<file path="src/rtl/s2tm_pkg.sv">
// Shared types, constants and helper functions of the segment-to-tube block.
// Used by s2tm_fifo, s2tm_front, s2tm_back and segment_to_tube_mesh.
// No dependencies.
package s2tm_pkg;

  // Vertex numbering width and fixed-point constants.
  localparam int unsigned INDEX_BITS   = 24;
  localparam int unsigned CORDIC_STEPS = 24;
  localparam int unsigned MIN_FACETS   = 3;
  localparam int unsigned QUEUE_DEPTH  = 2;

  localparam logic [31:0] DEFAULT_RADIUS = 32'd6554;
  localparam logic [6:0]  RESET_FACETS   = 7'd8;
  localparam logic signed [16:0] UNIT_Q15     = 17'sd32768;
  localparam logic signed [16:0] NEG_UNIT_Q15 = -17'sd32768;
  localparam logic signed [33:0] CORDIC_START = 34'sd652032874;

  // Register indexes on the configuration port.
  localparam logic REG_TUBE_RADIUS = 1'b0;
  localparam logic REG_FACET_COUNT = 1'b1;

  // One segment as it arrives.
  typedef struct packed {
    logic signed [31:0] begin_x;
    logic signed [31:0] begin_y;
    logic signed [31:0] begin_z;
    logic signed [31:0] finish_x;
    logic signed [31:0] finish_y;
    logic signed [31:0] finish_z;
    logic               restart;
  } in_item_t;

  // One facet result.
  typedef struct packed {
    logic signed [31:0]     near_x;
    logic signed [31:0]     near_y;
    logic signed [31:0]     near_z;
    logic signed [31:0]     far_x;
    logic signed [31:0]     far_y;
    logic signed [31:0]     far_z;
    logic [INDEX_BITS-1:0]  quad_a;
    logic [INDEX_BITS-1:0]  quad_b;
    logic [INDEX_BITS-1:0]  quad_c;
    logic [INDEX_BITS-1:0]  quad_d;
    logic                   last_facet;
  } out_item_t;

  // A classified segment: endpoints plus the rotation factors in Q15.
  typedef struct packed {
    logic signed [31:0] begin_x;
    logic signed [31:0] begin_y;
    logic signed [31:0] begin_z;
    logic signed [31:0] finish_x;
    logic signed [31:0] finish_y;
    logic signed [31:0] finish_z;
    logic signed [16:0] sz;
    logic signed [16:0] cz;
    logic signed [16:0] cy;
    logic signed [16:0] m02;
    logic signed [16:0] m12;
    logic               restart;
  } job_t;

  // Round a Q15-scaled product to the nearest, halves going up.
  function automatic logic signed [63:0] rnd15(input logic signed [63:0] v);
    return (v + 64'sd16384) >>> 15;
  endfunction

  // CORDIC arctangent steps, in units of 2^-32 turn.
  function automatic logic [29:0] atan_turns(input logic [4:0] idx);
    logic [29:0] val;
    case (idx)
      5'd0:    val = 30'd536870912;
      5'd1:    val = 30'd316933406;
      5'd2:    val = 30'd167458907;
      5'd3:    val = 30'd85004756;
      5'd4:    val = 30'd42667331;
      5'd5:    val = 30'd21354465;
      5'd6:    val = 30'd10679838;
      5'd7:    val = 30'd5340245;
      5'd8:    val = 30'd2670163;
      5'd9:    val = 30'd1335087;
      5'd10:   val = 30'd667544;
      5'd11:   val = 30'd333772;
      5'd12:   val = 30'd166886;
      5'd13:   val = 30'd83443;
      5'd14:   val = 30'd41722;
      5'd15:   val = 30'd20861;
      5'd16:   val = 30'd10430;
      5'd17:   val = 30'd5215;
      5'd18:   val = 30'd2608;
      5'd19:   val = 30'd1304;
      5'd20:   val = 30'd652;
      5'd21:   val = 30'd326;
      5'd22:   val = 30'd163;
      5'd23:   val = 30'd81;
      default: val = 30'd0;
    endcase
    return val;
  endfunction

endpackage

</file>
<file path="src/rtl/s2tm_fifo.sv">
// Two-entry queue of classified segments between the front and back parts.
// Depends on s2tm_pkg (job_t, QUEUE_DEPTH).
module s2tm_fifo (
  input  logic             clk_i,
  input  logic             rst_ni,
  input  logic             push_valid_i,
  output logic             push_ready_o,
  input  s2tm_pkg::job_t   push_data_i,
  output logic             pop_valid_o,
  input  logic             pop_ready_i,
  output s2tm_pkg::job_t   pop_data_o
);

  localparam int unsigned PW = $clog2(s2tm_pkg::QUEUE_DEPTH);
  localparam int unsigned CW = $clog2(s2tm_pkg::QUEUE_DEPTH + 1);

  s2tm_pkg::job_t mem_q [s2tm_pkg::QUEUE_DEPTH];
  logic [PW-1:0]  wptr_q, wptr_d, rptr_q, rptr_d;
  logic [CW-1:0]  count_q, count_d;
  logic           do_push, do_pop;

  assign push_ready_o = (count_q != CW'(s2tm_pkg::QUEUE_DEPTH));
  assign pop_valid_o  = (count_q != '0);
  assign pop_data_o   = mem_q[rptr_q];
  assign do_push      = push_valid_i && push_ready_o;
  assign do_pop       = pop_valid_o && pop_ready_i;

  // Pointer and fill count updates.
  always_comb begin
    wptr_d  = wptr_q;
    rptr_d  = rptr_q;
    count_d = count_q;
    if (do_push) begin
      wptr_d = (wptr_q == PW'(s2tm_pkg::QUEUE_DEPTH - 1)) ? '0 : wptr_q + 1'b1;
    end
    if (do_pop) begin
      rptr_d = (rptr_q == PW'(s2tm_pkg::QUEUE_DEPTH - 1)) ? '0 : rptr_q + 1'b1;
    end
    if (do_push && !do_pop) begin
      count_d = count_q + 1'b1;
    end else if (do_pop && !do_push) begin
      count_d = count_q - 1'b1;
    end
  end

  always_ff @(posedge clk_i or negedge rst_ni) begin
    if (!rst_ni) begin
      wptr_q  <= '0;
      rptr_q  <= '0;
      count_q <= '0;
    end else begin
      wptr_q  <= wptr_d;
      rptr_q  <= rptr_d;
      count_q <= count_d;
    end
  end

  // Entry storage needs no reset.
  always_ff @(posedge clk_i) begin
    if (do_push) begin
      mem_q[wptr_q] <= push_data_i;
    end
  end

endmodule

</file>
<file path="config.mk">
export PLATFORM = sky130hd
export DESIGN_NAME = s2tm_fifo
export DESIGN_NICKNAME = d
export VERILOG_FILES = /design/src/rtl/s2tm_pkg.sv /design/src/rtl/s2tm_fifo.sv
export SDC_FILE = /design/constraint.sdc
export NUM_CORES = 1
export LEC_CHECK = 0
export ABC_AREA = 1
export BUFFER_PORTS_ARGS = -buffer_cell sky130_fd_sc_hd__clkbuf_2
export CORE_AREA = 2 2 219 221
export CTS_CLUSTER_DIAMETER = 150
export DETAILED_ROUTE_END_ITERATION = 7
export DIE_AREA = 0 0 221 223
export GPL_ROUTABILITY_DRIVEN = 0
export PLACE_DENSITY = 0.78
export SYNTH_ARGS = -nofsm -noshare
export SYNTH_HDL_FRONTEND = slang
export SYNTH_SLANG_ARGS = --single-unit
</file>
<file path="constraint.sdc">
create_clock -name clk_i -period 13.1 [get_ports clk_i]
set_input_delay 1.31 -clock clk_i [delete_from_list [all_inputs] [get_ports clk_i]]
set_output_delay 1.31 -clock clk_i [all_outputs]
set_load 0.03 [all_outputs]
</file>
# Yosys cells after proc, flatten, opt, wreduce, memory -nomap -nowiden
# Memory sizes are Yosys's and may differ from the RTL's.
# Cells that the tools add are included.
# word_totals
out_inout_bits	280
regBits	4
input_bits	282
ram_bits	556
word_cells	23
mem_count	1
# memory_table
memory	words	word_bits	read_ports	rd_ports_with_merged_regs	wr	line	rtl
mem_q	2	278	1	0	1	s2tm_fifo.sv:17	s2tm_pkg::job_t mem_q [s2tm_pkg::QUEUE_DEPTH];
# classes
n_mux	6
n_eq_ne	1
n_reduce_logical	8
n_addsub	4
# op_table
op	count
1-bit logical AND	4
1-bit two-way mux	4
2-bit two-way mux	2
2-bit nonzero test	2
1-bit adder, second input constant	2
2-bit by 1-bit adder with 2-bit output, second input constant	1
1-bit zero test	2
2-bit != test, second input constant	1
2-bit by 1-bit subtractor with 2-bit output, second input constant	1

# Logic depth before layout (Yosys ltp)
# Gate-level depths: netlist (run 1).
# depth
ltp_word	6
depth_mapped	10
mapped_depth_nobuf	10

# Least setup slack after synthesis (run 1)
# No wires, ideal clock.
# synth_path
path_kind	input -> register
start	input port push_valid_i
end	memory mem_q[0][0] in the netlist's numbering, enable pin
path_stages	2
slack_ns	-0.767
arrival_time_ns	12.943
t_required_ns	12.176
setup_ns	0.924
path_buffers	0
path_cell_list	nand2_1 > nor2_1
# synth_via
elab_chain_cells	3
# synth_lines
item	line	rtl
from (decl)	s2tm_fifo.sv:6	input logic push_valid_i,
1-bit logical AND	s2tm_fifo.sv:25	assign do_push = push_valid_i && push_ready_o;
1-bit two-way mux	s2tm_fifo.sv:60	if (do_push) begin
1-bit two-way mux (not written as such)	s2tm_fifo.sv:61	mem_q[wptr_q] <= push_data_i;
to (decl)	s2tm_fifo.sv:17	
# Every way passes these cells.

==> results of run 1 <==
## cells in the mapped netlist (all sizes together)
cell type / instances
edfxtp: 556
nand3: 2
xnor2: 1
nor2: 2
nand4: 1
xor2: 1
buf: 56
ha: 1
clkbuf: 5
inv: 7
nand2: 844
dfrtp: 4
## critical path, stage by stage (launching register included)
cell and delay [ns]:
dfrtp_4 0.75, buf_4 0.63, buf_4 0.81, nand2_1 0.14, nand2_1 0.13, clkbuf_2 0.21
## worst max-delay path by stage
stage / cells after the start / end / slack, ns / start
after detailed placement: 5 / pop_data_o[17] / 8.81 / rptr_q
after CTS: 5 / pop_data_o[26] / 8.16 / rptr_q
after global routing: 5 / pop_data_o[58] / 8.10 / rptr_q
final: 5 / pop_data_o[192] / 8.38 / rptr_q
after global placement: 5 / pop_data_o[131] / 8.82 / rptr_q
after floorplan: 2 / mem_q[0][0] / -0.77 / push_valid_i
## layer usage
| metal | GRT usage | wire, um | part of all wire |
|---|---|---|---|
| met1 | 0.223 | 17500 | 0.36 |
| met5 | 0 | 42 | 0.00086 |
| met3 | 0.0639 | 4790 | 0.098 |
| met4 | 0.0723 | 1520 | 0.031 |
| met2 | 0.328 | 24800 | 0.51 |
## state kept, by name (all words and copies together), names as in the netlist
register,flops
mem_q,556
count_q,2
rptr_q,1
wptr_q,1
## area by class of cell
class	instances	area, um^2
diodes	2	5.00
inverters	7	33.8
clock inverters	27	204
multi-input cells	852	3240
repair buffers	573	2900
fillers	3827	21800
well taps	615	769
flip-flops and latches	560	16800
clock buffers	68	1400
## where the power goes
part	total (uW)	internal, uW	switching, uW	leakage, uW
Clock	1430	796	629	0.000782
Sequential	2570	2450	114	0.00522
Combinational	2520	549	1970	0.00494
Total	6510	3800	2710	0.0109
## cell families (layout without fill, tap and decap cells)
group,Yosys count,in the layout,share of synthesized area
other cells,0,2,0
buf+inv,68,675,0.0249
fa+ha+maj,1,1,0.000609
xor+xnor,2,2,0.000853
simple gates,849,849,0.155
flops,560,560,0.818
## stage by stage
step | cell area [um^2] | utilization | power (uW) | cells
after floorplan | 20500 | - | 4570 | 1480
after global placement | 23700 | 0.504 | 5090 | 2607
after detailed placement | 23700 | 0.504 | 5140 | 2607
after CTS | 25300 | 0.538 | 6570 | 2702
after global routing | 25400 | 0.538 | 6830 | 2704
final | 25400 | 0.538 | 6510 | 2704
==> flow_summary.json, run 1 <==
{
  "status": "finished clean",
  "insertion_delay_ns": 0.59,
  "hold_buffers": 0,
  "finalHoldViolCount": 0,
  "p_per_area_nw_per_um2": 257,
  "first_global_vias": 13200,
  "synth_top_area_frac": 0.813,
  "io_buffers": 561,
  "finalSetupViolCount": 0,
  "syn-instance-count": 1480,
  "cts_sinks": 560,
  "dpl.hpwl_mm": 32.7,
  "hold_ws_ns": 0.519,
  "grt_pass1_wl_mm": 73.1,
  "fin_crit_sh": 0.360,
  "syn_nets": 1763,
  "layout-drive-gt1-share": 0.310,
  "grt_max_degree": 187,
  "synth_top_cell_by_area": "edfxtp_1",
  "slew_viol_final": 0,
  "path_max_fanout": 85,
  "ant_nets": 0,
  "area_growth_pct": 23.5,
  "dieArea_um2": 49300,
  "finalWorstSetupSlack_ns": 8.38,
  "hold_end": "count_q[0]",
  "num_rows": 80,
  "route.vias.total": 13300,
  "antenna_found_initial": 5,
  "r2r_setup_slack_ns": 9.84,
  "fin_crit_ns": 4.72,
  "drt_first_iter_violations": 893,
  "synth_area_per_cell_um2": 13.9,
  "skew_ns": 0.0185,
  "power.leakage_uw": 0.0109,
  "min_path_cells": 1,
  "core_region_area_um2": 47100,
  "routed_wl_mm": 48.6,
  "max_slew_margin": 0.129,
  "critPathCaptureType": "output port",
  "cts_buffer_depth": 3,
  "hold_start": "count_q[0]",
  "pre_cts_ws_ns": 8.81,
  "synth.ff_latch_count": 560,
  "max-vdd-ir-drop_uv": 285,
  "die_y_um": 223,
  "most-common-layout-cells": "nand2_1 (844), clkbuf_2 (561), edfxtp_1 (556)",
  "avgViaCountPerCell": 4.92,
  "r2r-end": "mem_q[1][188]",
  "nets": 2331,
  "rsz0062_at_grt": "no",
  "start_kind": "flip-flop",
  "worst_slew_pin_slew_ns": 1.31,
  "drt_first_pass_iters": 5,
  "post_cts_buffers": 0,
  "die_w_um": 221,
  "gr-total-overflow": 0,
  "numCtsBuffers": 54,
  "postCtsResizedCells": 0,
  "drc": 0,
  "hold_path_class": "flip-flop to flip-flop",
  "ctsRootBufferMaster": "clkbuf_16",
  "worstPathRequired_ns": 11.79,
  "layout_commonest_cell": "nand2_1",
  "ys_types": 15,
  "synth-seq-area-share": 0.818,
  "h-tree-depth": 2,
  "io_pins": 562,
  "clk_pin_slew_worst_paths_ns": 0.06,
  "r2r.worst_path.cells": 6,
  "maxCapViolations": 0,
  "rr_startpoint": "count_q[0]",
  "netlist_area_um2": 20500,
  "wl_per_cell_um": 18.0,
  "critPathArrivalTime_ns": 3.41,
  "clock.fmax_ghz": 0.212,
  "tns_ns": 0,
  "cts_tree": "built",
  "track_usage": 0.191,
  "start_util": 0.435,
  "synth_area_leaders": "edfxtp_1 (81%), nand2_1 (15%), buf_6 (1.3%), buf_4 (0.59%), dfrtp_1 (0.49%)",
  "path_class": "flip-flop to output port",
  "yosysWarningCount": 0
}
Note: power is estimated with default switching activity, not from simulation.
==> inputs of run 2 (changes only) <==
- ABC_AREA: 1 -> 0
- CORE_AREA: 2 2 219 221 -> 2 2 222 224
- DIE_AREA: 0 0 221 223 -> 0 0 224 226
- clock period: 13.1 -> 3.9 ns (I/O delays scaled with it)
==> flow_summary.json, run 2 <==
{
  "status": "finished clean",
  "top_register": "mem_q",
  "critPathArrivalTime_ns": 2.56,
  "wl_per_cell_um": 21.2,
  "synth-seq-area-share": 0.797,
  "track_usage": 0.197,
  "rr_startpoint": "count_q[0]",
  "netlist_area_um2": 21100,
  "fill_cells": 3297,
  "syn-instance-count": 883,
  "tns_ns": 0,
  "slew_viol_final": 0,
  "finalSetupViolCount": 0,
  "ys_types": 15,
  "r2r-end": "mem_q[0][179]",
  "avgViaCountPerCell": 4.87,
  "start_kind": "flip-flop",
  "path_class": "flip-flop to output port",
  "cts_tree": "built",
  "p_per_area_nw_per_um2": 775,
  "layout_commonest_cell": "clkbuf_2",
  "top_regs": "mem_q x556, count_q x2",
  "die_w_um": 224,
  "dieArea_um2": 50600,
  "path_max_fanout": 41,
  "finalHoldViolCount": 0,
  "grt_max_degree": 121,
  "syn_nets": 1166,
  "critPathCaptureType": "output port",
  "clock.fmax_ghz": 0.339,
  "worst_slew_pin_slew_ns": 0.963,
  "area_growth_pct": 38.3,
  "worstPathRequired_ns": 3.51,
  "cts_sinks": 560,
  "io_buffers": 561,
  "insertion_delay_ns": 0.58,
  "route.vias.total": 11900,
  "dpl.hpwl_mm": 31.3,
  "pre_cts_ws_ns": 1.56,
  "h-tree-depth": 2,
  "r2r_setup_slack_ns": 1.63,
  "hold_ws_ns": 0.0328,
  "clk_pin_slew_worst_paths_ns": 0.06,
  "synth_top_cell_by_area": "edfxtp_1",
  "synthTopCellsByCount": "edfxtp_1 (556), mux2_4 (200), mux2_2 (78)",
  "synth_area_leaders": "edfxtp_1 (79%), mux2_4 (14%), mux2_2 (4.2%), buf_6 (1.3%), dfrtp_1 (0.47%)",
  "power.leakage_uw": 0.0117,
  "ys.flop_type": "edfxtp_1",
  "largest_reg_flops": 556,
  "layout-drive-gt1-share": 0.524,
  "ctsRootBufferMaster": "clkbuf_16",
  "routed_wl_mm": 51.7,
  "numCtsBuffers": 55,
  "hold_end": "mem_q[1][270]",
  "finalWorstSetupSlack_ns": 0.946,
  "antenna_found_initial": 3,
  "fin_crit_sh": 0.757,
  "min_path_cells": 1,
  "cts_buffer_depth": 3,
  "skew_ns": 0.0121,
  "synth.ff_latch_count": 560,
  "r2r.worst_path.cells": 4,
  "first_global_vias": 13000,
  "start_util": 0.436,
  "synth_area_per_cell_um2": 23.9,
  "core_region_area_um2": 48300,
  "maxCapViolations": 0,
  "drt_first_iter_violations": 681,
  "hold_path_class": "input pin to flip-flop",
  "drt_first_pass_iters": 5,
  "max_slew_margin": 0.358,
  "grt_pass1_wl_mm": 75.4,
  "hold_start": "push_data_i[270]",
  "most-common-layout-cells": "clkbuf_2 (561), edfxtp_1 (556), dlygate4sd3_1 (269)",
  "nets": 2053,
  "die_y_um": 226,
  "num_rows": 81,
  "ant_nets": 0,
  "drc": 0,
  "synth.most_common_cell": "edfxtp_1",
  "synthArstFlopShare": 0.00714,
  "max-vdd-ir-drop_uv": 611,
  "rsz0062_at_grt": "no",
  "io_pins": 562,
  "gr-total-overflow": 0,
  "synth_enable_flop_cells": 556,
  "synth_top_area_frac": 0.792,
  "fin_crit_ns": 2.95,
  "yosysWarningCount": 0
}
[run 2: layout make-up]
type                       count  area [um^2]  share of cell area
antenna                        4         10.0            0.000343
clock buffer                  71         1480              0.0507
clock inverter                28          194             0.00665
inverter                       1         3.75            0.000129
multi-input combinational    291         4000               0.137
sequential                   560        16800               0.576
tap                          622          778              0.0267
timing repair buffer         861         5900               0.202
[run 2: cells by family (layout without fill, tap and decap cells)]
logic type,after synthesis,after routing,share of synthesized area
and+or+nand+nor,7,7,0.00160
xor gates and xnor gates,5,5,0.00208
buffers and inverters,32,961,0.0150
adders and majority gates,1,1,0.000593
DFF,560,560,0.797
other,0,4,0
muxes,278,278,0.184
[run 2: how the worst max path moves through the flow]
stage	startpoint	end	slack [ns]	cells after the start
global route	rptr_q	pop_data_o[13]	0.82	3
detailed placement	rptr_q	pop_data_o[13]	1.56	3
CTS	rptr_q	pop_data_o[13]	0.92	3
finish	rptr_q	pop_data_o[13]	0.95	3
global placement	rptr_q	pop_data_o[49]	1.61	3
floorplan	count_q[0]	mem_q[0][0]	-1.30	3
[run 2: metrics by stage]
step / utilization / cells / total power [uW] / area, um^2
finish: 0.603 / 2438 / 22600 / 29200
global route: 0.603 / 2436 / 23400 / 29200
global placement: 0.513 / 2066 / 17200 / 24800
detailed placement: 0.513 / 2066 / 17400 / 24800
floorplan: - / 883 / 15300 / 21100
CTS: 0.603 / 2434 / 22600 / 29100
[run 2: worst max-delay path: stages, from the launching register on]
cell and delay, ns:
dfrtp_4 0.96, buf_4 0.39, mux2_2 0.41, clkbuf_2 0.20
[run 2: metal layers]
layer	up-vias	part of all wire	track usage	wire length [um]
met5	-	0	0	0
met4	0	0.032	0.0716	1640
met3	95	0.080	0.0595	4120
met2	536	0.53	0.364	27500
met1	5924	0.36	0.212	18400
li1	5310	-	-	-
[run 2: timing repair]
item | in CTS | in global routing
resized for setup | 0 | 0
buffers inserted | 0 | 0
hold buffers | 269 | 0
endpoints found under the hold margin | 540 | 0
[run 2: power breakdown]
part,total (uW),internal (uW),switching [uW],leakage (uW)
Combinational,8900,3380,5530,0.00567
Clock,4990,2800,2190,0.000809
Sequential,8700,8230,474,0.00521
==> inputs of run 3 (changes only) <==
- clock period: 3.9 -> 2.7 ns (I/O delays scaled with it)
==> flow_summary.json, run 3 (synthesis gave the netlist of run 2 again) <==
{
  "wl_per_cell_um": 21.7,
  "io_pins": 562,
  "top_regs": "mem_q x556, count_q x2",
  "power.leakage_uw": 0.0118,
  "fin_crit_sh": 0.933,
  "hold_path_class": "input pin to async pin",
  "gr-total-overflow": 0,
  "max-vdd-ir-drop_uv": 787,
  "postCtsResizedCells": 0,
  "worst_slew_pin_slew_ns": 0.595,
  "status": "finished clean",
  "clock.fmax_ghz": 0.397,
  "r2r.worst_path.cells": 5,
  "post_cts_buffers": 0,
  "start_util": 0.436,
  "rr_startpoint": "count_q[0]",
  "antenna_found_initial": 6,
  "first_global_vias": 13300,
  "worstPathRequired_ns": 2.43,
  "tns_ns": 0,
  "slew_viol_final": 0,
  "layout-drive-gt1-share": 0.519,
  "maxCapViolations": 0,
  "dpl.hpwl_mm": 31.7,
  "path_class": "flip-flop to output port",
  "skew_ns": 0.0161,
  "h-tree-depth": 2,
  "finalHoldViolCount": 0,
  "p_per_area_nw_per_um2": 1120,
  "max_slew_margin": 0.604,
  "rsz0062_at_grt": "no",
  "startpoint": "rptr_q",
  "avgViaCountPerCell": 4.92,
  "insertion_delay_ns": 0.58,
  "fin_crit_ns": 2.52,
  "path_max_fanout": 35,
  "utilization": 0.606,
  "clk_pin_slew_worst_paths_ns": 0.06,
  "critPathCaptureType": "output port",
  "die_y_um": 226,
  "hold_buffers": 281,
  "register_area_um2": 16800,
  "ant_nets": 0,
  "routed_wl_mm": 53.3,
  "hold_ws_ns": 0.0468,
  "num_rows": 81,
  "track_usage": 0.204,
  "drt_first_iter_violations": 692,
  "fill_cells": 3262,
  "cts_buffer_depth": 3,
  "drt_first_pass_iters": 4,
  "layout_commonest_cell": "clkbuf_2",
  "cts_sinks": 560,
  "grt_pass1_wl_mm": 77.3,
  "dieArea_um2": 50600,
  "area_growth_pct": 39.1,
  "drc": 0,
  "top_register": "mem_q",
  "critPathArrivalTime_ns": 2.25,
  "ctsRootBufferMaster": "clkbuf_16",
  "finalSetupViolCount": 0,
  "die_w_um": 224,
  "io_buffers": 561,
  "core_region_area_um2": 48300,
  "most-common-layout-cells": "clkbuf_2 (561), edfxtp_1 (556), dlygate4sd3_1 (281)",
  "multiInputGateArea_um2": 4000,
  "largest_reg_flops": 556,
  "start_kind": "flip-flop",
  "route.vias.total": 12100,
  "numCtsBuffers": 55,
  "cts_tree": "built",
  "nets": 2065,
  "grt_max_degree": 88
}
==> run 3: cell type report <==
type | count | share of cell area
tap | 622 | 0.0265
timing repair buffer | 873 | 0.205
antenna | 5 | 0.000427
sequential | 560 | 0.573
clock buffer | 71 | 0.0504
inverter | 1 | 0.000128
multi-input combinational | 291 | 0.136
clock inverter | 30 | 0.00832
==> run 3: critical path, cell delays in order, from the launching register on <==
cell and delay, ns:
dfrtp_4 0.52, buf_4 0.46, mux2_2 0.43, clkbuf_2 0.21
==> run 3: routing by layer <==
layer | wire, um | part of all wire | global-route usage
met1 | 18800 | 0.35 | 0.220
met2 | 28100 | 0.53 | 0.372
met3 | 4160 | 0.078 | 0.0556
met4 | 2120 | 0.040 | 0.0914
met5 | 13 | 0.00024 | 0
==> run 3: metrics by stage <==
stage	setup WS (ns)	power [uW]	instance area, um^2	std cells
global placement	0.832	24900	24800	2066
global route	0.126	34000	29300	2452
CTS	0.177	32900	29300	2448
detailed placement	0.781	25100	24800	2066
floorplan	-2.50	22000	21100	883
finish	0.180	32900	29300	2453
==> run 3: final timing paths <==
path	slack [ns]	end
worst max register to register	0.78	mem_q[0][11]
worst min-delay path	0.05	count_q[0]
worst min register to register	0.55	count_q[1]
max in group asynchronous	2.50	rptr_q
min in group clk_i	0.41	mem_q[0][277]
worst max-delay path	0.18	pop_data_o[26]
==> run 3: where the power goes <==
group	switching (uW)	total, uW	internal, uW
Clock	3180	7410	4230
Combinational	8190	13100	4870
Sequential	564	12400	11900
Total	11900	32900	21000
