**src/rtl/s2tm_pkg.sv**
```systemverilog
// Shared types, constants and helper functions of the segment-to-tube block.
// Used by s2tm_fifo, s2tm_front, s2tm_back and segment_to_tube_mesh.
// No dependencies.
package s2tm_pkg;

  // Vertex numbering width and fixed-point constants.
  localparam int unsigned INDEX_BITS   = 24;
  localparam int unsigned CORDIC_STEPS = 24;
  localparam int unsigned MIN_FACETS   = 3;
  localparam int unsigned QUEUE_DEPTH  = 2;

  localparam logic [31:0] DEFAULT_RADIUS = 32'd6554;
  localparam logic [6:0]  RESET_FACETS   = 7'd8;
  localparam logic signed [16:0] UNIT_Q15     = 17'sd32768;
  localparam logic signed [16:0] NEG_UNIT_Q15 = -17'sd32768;
  localparam logic signed [33:0] CORDIC_START = 34'sd652032874;

  // Register indexes on the configuration port.
  localparam logic REG_TUBE_RADIUS = 1'b0;
  localparam logic REG_FACET_COUNT = 1'b1;

  // One segment as it arrives.
  typedef struct packed {
    logic signed [31:0] begin_x;
    logic signed [31:0] begin_y;
    logic signed [31:0] begin_z;
    logic signed [31:0] finish_x;
    logic signed [31:0] finish_y;
    logic signed [31:0] finish_z;
    logic               restart;
  } in_item_t;

  // One facet result.
  typedef struct packed {
    logic signed [31:0]     near_x;
    logic signed [31:0]     near_y;
    logic signed [31:0]     near_z;
    logic signed [31:0]     far_x;
    logic signed [31:0]     far_y;
    logic signed [31:0]     far_z;
    logic [INDEX_BITS-1:0]  quad_a;
    logic [INDEX_BITS-1:0]  quad_b;
    logic [INDEX_BITS-1:0]  quad_c;
    logic [INDEX_BITS-1:0]  quad_d;
    logic                   last_facet;
  } out_item_t;

  // A classified segment: endpoints plus the rotation factors in Q15.
  typedef struct packed {
    logic signed [31:0] begin_x;
    logic signed [31:0] begin_y;
    logic signed [31:0] begin_z;
    logic signed [31:0] finish_x;
    logic signed [31:0] finish_y;
    logic signed [31:0] finish_z;
    logic signed [16:0] sz;
    logic signed [16:0] cz;
    logic signed [16:0] cy;
    logic signed [16:0] m02;
    logic signed [16:0] m12;
    logic               restart;
  } job_t;

  // Round a Q15-scaled product to the nearest, halves going up.
  function automatic logic signed [63:0] rnd15(input logic signed [63:0] v);
    return (v + 64'sd16384) >>> 15;
  endfunction

  // CORDIC arctangent steps, in units of 2^-32 turn.
  function automatic logic [29:0] atan_turns(input logic [4:0] idx);
    logic [29:0] val;
    case (idx)
      5'd0:    val = 30'd536870912;
      5'd1:    val = 30'd316933406;
      5'd2:    val = 30'd167458907;
      5'd3:    val = 30'd85004756;
      5'd4:    val = 30'd42667331;
      5'd5:    val = 30'd21354465;
      5'd6:    val = 30'd10679838;
      5'd7:    val = 30'd5340245;
      5'd8:    val = 30'd2670163;
      5'd9:    val = 30'd1335087;
      5'd10:   val = 30'd667544;
      5'd11:   val = 30'd333772;
      5'd12:   val = 30'd166886;
      5'd13:   val = 30'd83443;
      5'd14:   val = 30'd41722;
      5'd15:   val = 30'd20861;
      5'd16:   val = 30'd10430;
      5'd17:   val = 30'd5215;
      5'd18:   val = 30'd2608;
      5'd19:   val = 30'd1304;
      5'd20:   val = 30'd652;
      5'd21:   val = 30'd326;
      5'd22:   val = 30'd163;
      5'd23:   val = 30'd81;
      default: val = 30'd0;
    endcase
    return val;
  endfunction

endpackage

```
**src/rtl/s2tm_back.sv**
```systemverilog
// Back part: walks the facets of one queued segment, runs the ring CORDIC
// and the offset products, and holds each facet result in an output register.
// Depends on s2tm_pkg (job_t, out_item_t, rnd15, atan_turns, constants).
module s2tm_back #(
  parameter int unsigned MAX_FACETS = 64
) (
  input  logic                 clk_i,
  input  logic                 rst_ni,
  input  logic [31:0]          radius_i,
  input  logic [6:0]           facets_i,
  input  logic                 pop_valid_i,
  output logic                 pop_ready_o,
  input  s2tm_pkg::job_t       pop_data_i,
  output logic                 out_valid_o,
  input  logic                 out_ready_i,
  output s2tm_pkg::out_item_t  out_data_o
);

  localparam int unsigned FW = $clog2(MAX_FACETS + 1);
  localparam int unsigned IB = s2tm_pkg::INDEX_BITS;

  typedef enum logic [2:0] {B_IDLE, B_SETUP, B_CORDIC, B_MUL, B_EMIT} bstate_e;

  bstate_e             state_q, state_d;
  s2tm_pkg::job_t      job_q, job_d;
  logic [FW-1:0]       f_q, f_d, k_q, k_d, srem_q, srem_d;
  logic [31:0]         r_q, r_d;
  logic [IB-1:0]       base_q, base_d, a_q, a_d;
  logic [5:0]          cnt_q, cnt_d;
  logic [31:0]         squo_q, squo_d, q0_q, q0_d, ph_q, ph_d;
  logic [FW:0]         r0_q, r0_d, phr_q, phr_d;
  logic signed [33:0]  x_q, x_d, y_q, y_d;
  logic signed [32:0]  z_q, z_d;
  logic [1:0]          quad_q, quad_d;
  logic signed [16:0]  s_q, s_d, c_q, c_d;
  logic signed [33:0]  rs_q, rs_d, rc_q, rc_d;
  logic signed [52:0]  acc_q, acc_d;
  logic signed [35:0]  ox_q, ox_d, oy_q, oy_d, oz_q, oz_d;
  logic                ovalid_q, ovalid_d;
  s2tm_pkg::out_item_t out_q, out_d;

  logic [FW-1:0]       f_eff;
  logic [FW:0]         sr2;
  logic                sge;
  logic [FW-1:0]       srem_n;
  logic [31:0]         squo_n;
  logic [FW+1:0]       psum;
  logic [FW:0]         two_f;
  logic signed [33:0]  tx, ty, x_n, y_n;
  logic signed [32:0]  z_n, at;
  logic signed [16:0]  c0, s0;
  logic signed [33:0]  ma;
  logic signed [17:0]  mb;
  logic signed [51:0]  prod;
  logic signed [52:0]  accsum;
  logic signed [35:0]  offr;
  logic                last, emit;

  function automatic logic signed [16:0] clamp_q15(input logic signed [63:0] v);
    logic signed [16:0] res;
    if (v > 64'sd32768) begin
      res = s2tm_pkg::UNIT_Q15;
    end else if (v < -64'sd32768) begin
      res = s2tm_pkg::NEG_UNIT_Q15;
    end else begin
      res = 17'(v);
    end
    return res;
  endfunction

  function automatic logic signed [31:0] sat32(input logic signed [36:0] v);
    logic signed [31:0] res;
    if (v > 37'sd2147483647) begin
      res = 32'sh7fffffff;
    end else if (v < -37'sd2147483648) begin
      res = 32'sh80000000;
    end else begin
      res = 32'(v);
    end
    return res;
  endfunction

  assign pop_ready_o = (state_q == B_IDLE);
  assign out_valid_o = ovalid_q;
  assign out_data_o  = out_q;

  // Effective facet count.
  always_comb begin
    if (facets_i < 7'(s2tm_pkg::MIN_FACETS)) begin
      f_eff = FW'(s2tm_pkg::MIN_FACETS);
    end else if (facets_i > 7'(MAX_FACETS)) begin
      f_eff = FW'(MAX_FACETS);
    end else begin
      f_eff = FW'(facets_i);
    end
  end

  // Per-segment step of 2^32 / F, one quotient bit per cycle.
  assign sr2    = {srem_q, (cnt_q == 6'd0)};
  assign sge    = (sr2 >= {1'b0, f_q});
  assign srem_n = sge ? FW'(sr2 - {1'b0, f_q}) : FW'(sr2);
  assign squo_n = {squo_q[30:0], sge};

  // Phase accumulator: remainder kept in units of 1/(2F).
  assign two_f = {f_q, 1'b0};
  assign psum  = {1'b0, phr_q} + {1'b0, r0_q};

  // CORDIC rotation step.
  assign tx  = y_q >>> cnt_q[4:0];
  assign ty  = x_q >>> cnt_q[4:0];
  assign at  = $signed({3'b000, s2tm_pkg::atan_turns(cnt_q[4:0])});
  assign x_n = z_q[32] ? (x_q + tx) : (x_q - tx);
  assign y_n = z_q[32] ? (y_q - ty) : (y_q + ty);
  assign z_n = z_q[32] ? (z_q + at) : (z_q - at);
  assign c0  = clamp_q15(s2tm_pkg::rnd15(64'(x_n)));
  assign s0  = clamp_q15(s2tm_pkg::rnd15(64'(y_n)));

  // Shared multiplier: ring point products, then the rotated offsets.
  always_comb begin
    case (cnt_q[2:0])
      3'd0:    begin ma = $signed({2'b00, r_q}); mb = 18'(s_q);            end
      3'd1:    begin ma = $signed({2'b00, r_q}); mb = 18'(c_q);            end
      3'd2:    begin ma = rs_q;                  mb = -18'(job_q.sz);      end
      3'd3:    begin ma = rc_q;                  mb = 18'(job_q.m02);      end
      3'd4:    begin ma = rs_q;                  mb = 18'(job_q.cz);       end
      3'd5:    begin ma = rc_q;                  mb = 18'(job_q.m12);      end
      default: begin ma = rc_q;                  mb = 18'(job_q.cy);       end
    endcase
  end
  assign prod   = 52'(ma) * 52'(mb);
  assign accsum = acc_q + 53'(prod);
  assign offr   = 36'(s2tm_pkg::rnd15(64'(accsum)));

  assign last = (k_q == f_q - 1'b1);
  assign emit = (state_q == B_EMIT) && (!ovalid_q || out_ready_i);

  // Facet sequencer.
  always_comb begin
    state_d  = state_q;
    job_d    = job_q;
    f_d      = f_q;
    k_d      = k_q;
    r_d      = r_q;
    base_d   = base_q;
    a_d      = a_q;
    cnt_d    = cnt_q;
    srem_d   = srem_q;
    squo_d   = squo_q;
    q0_d     = q0_q;
    r0_d     = r0_q;
    ph_d     = ph_q;
    phr_d    = phr_q;
    x_d      = x_q;
    y_d      = y_q;
    z_d      = z_q;
    quad_d   = quad_q;
    s_d      = s_q;
    c_d      = c_q;
    rs_d     = rs_q;
    rc_d     = rc_q;
    acc_d    = acc_q;
    ox_d     = ox_q;
    oy_d     = oy_q;
    oz_d     = oz_q;
    ovalid_d = ovalid_q;
    out_d    = out_q;
    if (ovalid_q && out_ready_i) begin
      ovalid_d = 1'b0;
    end
    case (state_q)
      B_IDLE: begin
        if (pop_valid_i) begin
          job_d  = pop_data_i;
          f_d    = f_eff;
          r_d    = (radius_i == '0) ? s2tm_pkg::DEFAULT_RADIUS : radius_i;
          if (pop_data_i.restart) begin
            base_d = '0;
            a_d    = '0;
          end else begin
            a_d = base_q;
          end
          srem_d  = '0;
          squo_d  = '0;
          cnt_d   = '0;
          state_d = B_SETUP;
        end
      end
      B_SETUP: begin
        srem_d = srem_n;
        squo_d = squo_n;
        cnt_d  = cnt_q + 1'b1;
        if (cnt_q == 6'd32) begin
          q0_d    = squo_n;
          r0_d    = {srem_n, 1'b0};
          ph_d    = '0;
          phr_d   = {1'b0, f_q};
          k_d     = '0;
          x_d     = s2tm_pkg::CORDIC_START;
          y_d     = '0;
          z_d     = '0;
          quad_d  = '0;
          cnt_d   = '0;
          state_d = B_CORDIC;
        end
      end
      B_CORDIC: begin
        x_d   = x_n;
        y_d   = y_n;
        z_d   = z_n;
        cnt_d = cnt_q + 1'b1;
        if (cnt_q == 6'(s2tm_pkg::CORDIC_STEPS - 1)) begin
          case (quad_q)
            2'd0:    begin c_d = c0;  s_d = s0;  end
            2'd1:    begin c_d = -s0; s_d = c0;  end
            2'd2:    begin c_d = -c0; s_d = -s0; end
            default: begin c_d = s0;  s_d = -c0; end
          endcase
          cnt_d   = '0;
          state_d = B_MUL;
        end
      end
      B_MUL: begin
        cnt_d = cnt_q + 1'b1;
        case (cnt_q[2:0])
          3'd0: begin
            rs_d = 34'(s2tm_pkg::rnd15(64'(prod)));
            // Advance the phase for the next facet.
            if (psum >= {1'b0, two_f}) begin
              phr_d = (FW + 1)'(psum - {1'b0, two_f});
              ph_d  = ph_q + q0_q + 32'd1;
            end else begin
              phr_d = (FW + 1)'(psum);
              ph_d  = ph_q + q0_q;
            end
          end
          3'd1:    rc_d  = 34'(s2tm_pkg::rnd15(64'(prod)));
          3'd2:    acc_d = 53'(prod);
          3'd3: begin
            ox_d  = offr;
            acc_d = '0;
          end
          3'd4:    acc_d = 53'(prod);
          3'd5: begin
            oy_d  = offr;
            acc_d = '0;
          end
          default: begin
            oz_d    = offr;
            state_d = B_EMIT;
          end
        endcase
      end
      B_EMIT: begin
        if (emit) begin
          ovalid_d         = 1'b1;
          out_d.near_x     = sat32(37'(job_q.begin_x) + 37'(ox_q));
          out_d.near_y     = sat32(37'(job_q.begin_y) + 37'(oy_q));
          out_d.near_z     = sat32(37'(job_q.begin_z) + 37'(oz_q));
          out_d.far_x      = sat32(37'(job_q.finish_x) + 37'(ox_q));
          out_d.far_y      = sat32(37'(job_q.finish_y) + 37'(oy_q));
          out_d.far_z      = sat32(37'(job_q.finish_z) + 37'(oz_q));
          out_d.quad_a     = a_q;
          out_d.quad_b     = a_q + IB'(1);
          out_d.quad_c     = last ? (base_d + IB'(1)) : (a_q + IB'(3));
          out_d.quad_d     = last ? base_d : (a_q + IB'(2));
          out_d.last_facet = last;
          a_d              = a_q + IB'(2);
          if (last) begin
            base_d  = a_q + IB'(2);
            state_d = B_IDLE;
          end else begin
            k_d     = k_q + 1'b1;
            x_d     = s2tm_pkg::CORDIC_START;
            y_d     = '0;
            z_d     = $signed({3'b000, ph_q[29:0]});
            quad_d  = ph_q[31:30];
            cnt_d   = '0;
            state_d = B_CORDIC;
          end
        end
      end
      default: state_d = B_IDLE;
    endcase
  end

  always_ff @(posedge clk_i or negedge rst_ni) begin
    if (!rst_ni) begin
      state_q  <= B_IDLE;
      ovalid_q <= 1'b0;
      base_q   <= '0;
    end else begin
      state_q  <= state_d;
      ovalid_q <= ovalid_d;
      base_q   <= base_d;
    end
  end

  // Datapath registers need no reset.
  always_ff @(posedge clk_i) begin
    job_q  <= job_d;
    f_q    <= f_d;
    k_q    <= k_d;
    r_q    <= r_d;
    a_q    <= a_d;
    cnt_q  <= cnt_d;
    srem_q <= srem_d;
    squo_q <= squo_d;
    q0_q   <= q0_d;
    r0_q   <= r0_d;
    ph_q   <= ph_d;
    phr_q  <= phr_d;
    x_q    <= x_d;
    y_q    <= y_d;
    z_q    <= z_d;
    quad_q <= quad_d;
    s_q    <= s_d;
    c_q    <= c_d;
    rs_q   <= rs_d;
    rc_q   <= rc_d;
    acc_q  <= acc_d;
    ox_q   <= ox_d;
    oy_q   <= oy_d;
    oz_q   <= oz_d;
    out_q  <= out_d;
  end

endmodule

```
**config.mk**
```make
export PLATFORM = sky130hd
export DESIGN_NAME = s2tm_back
export DESIGN_NICKNAME = d
export VERILOG_FILES = /design/src/rtl/s2tm_pkg.sv /design/src/rtl/s2tm_back.sv
export SDC_FILE = /design/constraint.sdc
export NUM_CORES = 2
export LEC_CHECK = 0
export BUFFER_PORTS_ARGS = -buffer_cell sky130_fd_sc_hd__buf_2
export CAP_MARGIN = 20
export CORE_ASPECT_RATIO = 0.75
export CORE_MARGIN = 5
export CORE_UTILIZATION = 50
export CTS_BUF_LIST = sky130_fd_sc_hd__clkbuf_8
export DETAILED_ROUTE_END_ITERATION = 7
export GPL_TIMING_DRIVEN = 0
export PLACE_DENSITY = 0.68
export SLEW_MARGIN = 10
export SYNTH_ARGS = -nofsm -noshare
export SYNTH_HDL_FRONTEND = slang
export SYNTH_SLANG_ARGS = --single-unit
```
**constraint.sdc**
```tcl
create_clock -name clk_i -period 30.9 [get_ports clk_i]
set_input_delay 3.09 -clock clk_i [delete_from_list [all_inputs] [get_ports clk_i]]
set_output_delay 3.09 -clock clk_i [all_outputs]
set_load 0.01 [all_outputs]
```
# Word-level counts from Yosys, hierarchy flattened
# Memories as Yosys holds them, arrays and structs flattened. A register that Yosys moved wholly into a read port is not among the register bits.
# Cells that the tools add are included.
# totals
elab_cells	245
regBits	1151
memories	1
rom_bits	960
inputBits	321
output_inout_bits	291
# mem_list
name	depth	width	rd	rd_ports_with_merged_regs	write_ports	line_no	text
(no name shown)	32	30	1	1	0	s2tm_pkg.sv:72	case (idx)
# classes
n_eq_ne	22
addsub	32
bitwise_logic	1
n_mux	78
multipliers	1
shifts	2
magnitude_cmp	20
reduce_logical	39
# ops
op	count
2-to-1 mux 32 bit	9
2-to-1 mux 34 bit	8
adder 32 x 36 -> 37 bit	6
> comparator 37 x 32 -> 1 bit, second input constant	6
less-than comparator 37 x 32 -> 1 bit, second input constant	6
one-hot mux 34 bit (3 select lines)	2
2-to-1 mux 24 bit	7
2-to-1 mux 33 bit	4
one-hot mux 18 bit (6 select lines)	1
one-hot mux 17 bit (3 select lines)	2
one-hot mux 51 bit (2 select lines)	1
one-hot mux 33 bit (3 select lines)	1
one-hot mux 24 bit (2 select lines)	2
adder 34 x 16 -> 35 bit, second input constant	2
adder 34 bit	2
2-to-1 mux 17 bit	4
one-hot mux 34 bit (2 select lines)	1
>>> shifter 34 x 5 -> 34 bit	2
subtractor 34 bit	2
one-hot mux 32 bit (2 select lines)	1
one-hot mux 31 bit (2 select lines)	1
adder 51 x 16 -> 51 bit, second input constant	1
adder 51 bit	1
multiplier 34 x 18 -> 51 bit	1
other kinds (60)	122

# Depth between registers and ports, before layout
# logic_depth
word_depth	9
depth_mapped	55
depth_no_buf	46

# Worst setup path before layout
# Ideal clock, no wire load.
# synth_timing
path_kind	input-to-reg
from	in out_ready_i
to	reg x_q[0], enable pin
slack_ns	14.508
setup_ns	0.593
path_stages	4
n_path_buf	0
arrival_time_ns	15.798
required_ns	30.307
cell_sequence	nand2b_1 -> and2_1 -> a21oi_1 -> a21oi_1
# synth_via
elab_chain_len	4
# synth_lines
item	line_no	text
start: declaration	s2tm_back.sv:15	input logic out_ready_i,
logical OR 1 bit	s2tm_back.sv:135	assign emit = (state_q == B_EMIT) && (!ovalid_q || out_ready_i);
logical AND 1 bit	s2tm_back.sv:135	
inequality test 2 bit (no source line)	--	
AND reduction 4 bit (no source line)	--	
end signal: assignment	s2tm_back.sv:312	x_q <= x_d;
end: declaration	s2tm_back.sv:32	logic signed [33:0] x_q, x_d, y_q, y_d;
# Every way passes these cells.
# A chain may end at the register's enable or synchronous reset.

# Final worst setup path
# layout_timing
from	reg cnt_q[2]
to	reg oz_q[35], data pin
# layout_via
elab_chain_len	6
word_cells_on_any_way	13
cone_classes	add/sub (2); mul (1); eq/ne (5); mux (2); reduce/logical (3)
# layout_lines
item	line_no	text
start: declaration	s2tm_back.sv:29	logic [5:0] cnt_q, cnt_d;
start signal: assignment	s2tm_back.sv:305	cnt_q <= cnt_d;
equality test 3 bit, or another cell as far along	s2tm_back.sv:120	case (cnt_q[2:0])
OR reduction 2 bit (no source line)	--	
one-hot mux 34 bit (2 select lines)	s2tm_back.sv:120	
multiplier 34 x 18 -> 51 bit (*)	s2tm_back.sv:130	assign prod = 52'(ma) * 52'(mb);
via prod[39]	s2tm_back.sv:54	logic signed [51:0] prod;
adder 51 bit (*)	s2tm_back.sv:131	assign accsum = acc_q + 53'(prod);
adder 51 x 16 -> 51 bit (*)	s2tm_pkg.sv:66	return (v + 64'sd16384) >>> 15;
via offr[35]	s2tm_back.sv:56	logic signed [35:0] offr;
end signal: assignment	s2tm_back.sv:323	oz_q <= oz_d;
end: declaration	s2tm_back.sv:38	logic signed [35:0] ox_q, ox_d, oy_q, oy_d, oz_q, oz_d;
# The timed path passes the listed nets; every way through them passes the cells marked *.

==> impl_metrics.ini <==
[sta]
fin_hold_ws_ns = 0.432
max_clock_freq_mhz = 49.8
relSlewSlack = 0.130
drv_slew = 0
worst_pin_slew_ns = 1.30
fin_crit_ns = 20.10
hold_viol = 0
rsz0062_at_grt = no
fin_skew_ns = 0.0794
setup_tns_ns = 0
setup_viol = 0
period_share = 0.650

[logic_synthesis]
ys_ff_latch = 1181
yosys_warnings = 0
ys_seq_area_frac = 0.367
syn_nets = 10900
netlist_area_um2 = 95300
ys_top_cells_by_area = edfxtp_1, fa_1, ha_1
synth_top_area_share = 0.354
synth_ff_type = edfxtp_1
synthCells = 9366
yosys.area.top_type = edfxtp_1
synth_edf_count = 1123
ys_async_sr_fraction = 0.0237
synth.most_common_cell = edfxtp_1
ys_types = 113
synthTopCellsByCount = edfxtp_1, nand2_1, inv_1
synth_area_per_cell_um2 = 10.2

[final_layout]
fin_cells = 13000
drive_gt1_frac = 0.129
nets = 11800
post-route-util = 0.567
area_delta_synth_final_pct = 12.4

[worst_setup_path]
path_class = reg -> reg
cpMaxStageDelayCell = xnor3_1
r2r_cells = 48
slowest_delay_ns = 1.07
r2r_end = oz_q[35]
cp.arrival_ns = 20.72
reg2reg_setup_slack_ns = 10.80
worstPathRequired_ns = 31.52
cp_max_fo = 10
r2r-start = cnt_q[2]
crit_path_end_kind = flip-flop
worst_setup_path_start_kind = flip-flop
cp_common_cell = clkbuf_1

[routing]
via_per_inst = 6.24
drtPass1Iterations = 8
via_count = 81100
antenna_left = 0
drtIter0Drc = 11300
route.detailed.drc = 0
wl_mm = 382
wl_per_cell_um = 29.4

[cts]
cts_resized = 0
cts.clk_slew.worst_paths_ns = 0.07
postCtsSetupBuffers = 0
numClockSinks = 1181
cts-hold-fix-buffers = 0
clk_latency_ns = 1.00
cts.path.max_buffers = 3
cts_max_level = 4
cts_root_buf = clkbuf_8
cts_buffers = 193
cts_tree = built

[floorplanning]
core-area_um2 = 189000
dieArea_um2 = 200000
rows = 138
start_util = 0.504
die_height_um = 388
die_w_um = 514
ios = 612

[worst_hold_path]
holdCritStartpoint = squo_q[30]
hold_class = reg -> reg
min_path_cells = 0
holdPathEnd = q0_q[31]

[job]
drv_cap = 0

[global_routing]
grt_start_max_net_pins = 118
globalRouteTotalUtil = 0.372
overflow = 0
grt_pass1_wl_mm = 542
antenna_found_initial = 55
grt_pass1_vias = 77600

[place]
hpwl_mm = 309
gp_congestion = 1.13
dp_cells = 12600
port_buffers = 611

[outcome]
status = finished, final reports clean
[worst max-delay path by stage]
stage | end | slack [ns] | start
after floorplan | x_q[0] | 14.51 | out_ready_i
after global placement | x_q[3] | 6.27 | out_ready_i
after detailed placement | oy_q[35] | 11.80 | cnt_q[1]
after CTS | oz_q[35] | 11.76 | cnt_q[2]
after global routing | oz_q[35] | 10.91 | cnt_q[2]
final | oz_q[35] | 10.80 | cnt_q[2]
[flip-flops by register name (all words and copies together) (netlist names), 8 cells and up]
signal	flops
acc_q	51
q0_q	32
at	30
base_q	24
ox_q	36
phr_q	8
s_q	17
r_q	32
x_q	34
squo_q	31
oy_q	36
rs_q	34
y_q	34
ph_q	32
z_q	33
oz_q	36
a_q	24
job_q	277
out_data_o	289
c_q	17
rc_q	34
[layout by cell type (no fill, tap or decap), types with 58 or more instances in the layout]
master,synthesis,layout
clkbuf_8,0,199
nand2_1,954,953
xor2_1,294,292
ha_1,615,615
a31oi_1,95,90
fa_1,592,592
mux2_2,78,78
or3_1,79,79
buf_2,35,648
a21oi_1,570,568
o21ai_0,401,400
edfxtp_1,1123,1123
a21o_1,187,187
nor2b_1,98,98
nor3_1,144,142
nor2_1,720,714
mux2i_1,95,95
clkbuf_1,333,329
o21a_1,90,90
xnor2_1,401,396
o211ai_1,58,58
and2_1,182,179
mux4_2,78,78
nand2b_1,118,117
inv_1,804,865
nand3_1,158,158
and3_1,95,94
[cell families after synthesis]
| logic type | share of synthesized area |
|---|---|
| and+or+nand+nor | 0.142 |
| AOI/OAI and AO/OA | 0.133 |
| buffers and inverters | 0.0496 |
| adders and majority gates | 0.205 |
| DFF | 0.367 |
| xor gates and xnor gates | 0.0650 |
| muxes | 0.0376 |
[routing by layer]
metal,vias up,share of wire,track usage
met5,-,0.00029,0
met4,20,0.054,0.170
met3,833,0.14,0.152
met2,5219,0.38,0.491
met1,40000,0.42,0.530
li1,35000,-,-
[stage by stage]
stage | setup WS [ns] | area [um2]
after global routing | 10.91 | 107000
after floorplan | 14.51 | 95300
after CTS | 11.76 | 107000
after detailed placement | 11.80 | 103000
after global placement | 6.27 | 102000
final | 10.80 | 107000
[cell type report]
type                       count  area (um2)
tap                         2520        3150
buffer                       410        1700
fill                       16400       81900
timing repair buffer         709        4390
clock buffer                 199        2740
multi-input combinational   6966       55800
sequential                  1181       35000
clock inverter               160        1200
inverter                     809        3040
antenna                       34        85.1
[worst max-delay path: cells and delay by family (launching register included)]
| family | cells | cell delay, ns |
|---|---|---|
| adders and majority gates | 10 | 4.74 |
| buffers and inverters | 14 | 5.97 |
| and+or+nand+nor | 11 | 3.00 |
| AOI/OAI and AO/OA | 11 | 3.84 |
| DFF | 1 | 0.52 |
| xor gates and xnor gates | 2 | 1.51 |
Power is not shown: default switching activity piles up to over one toggle a cycle in this logic, so the estimate is an artifact.
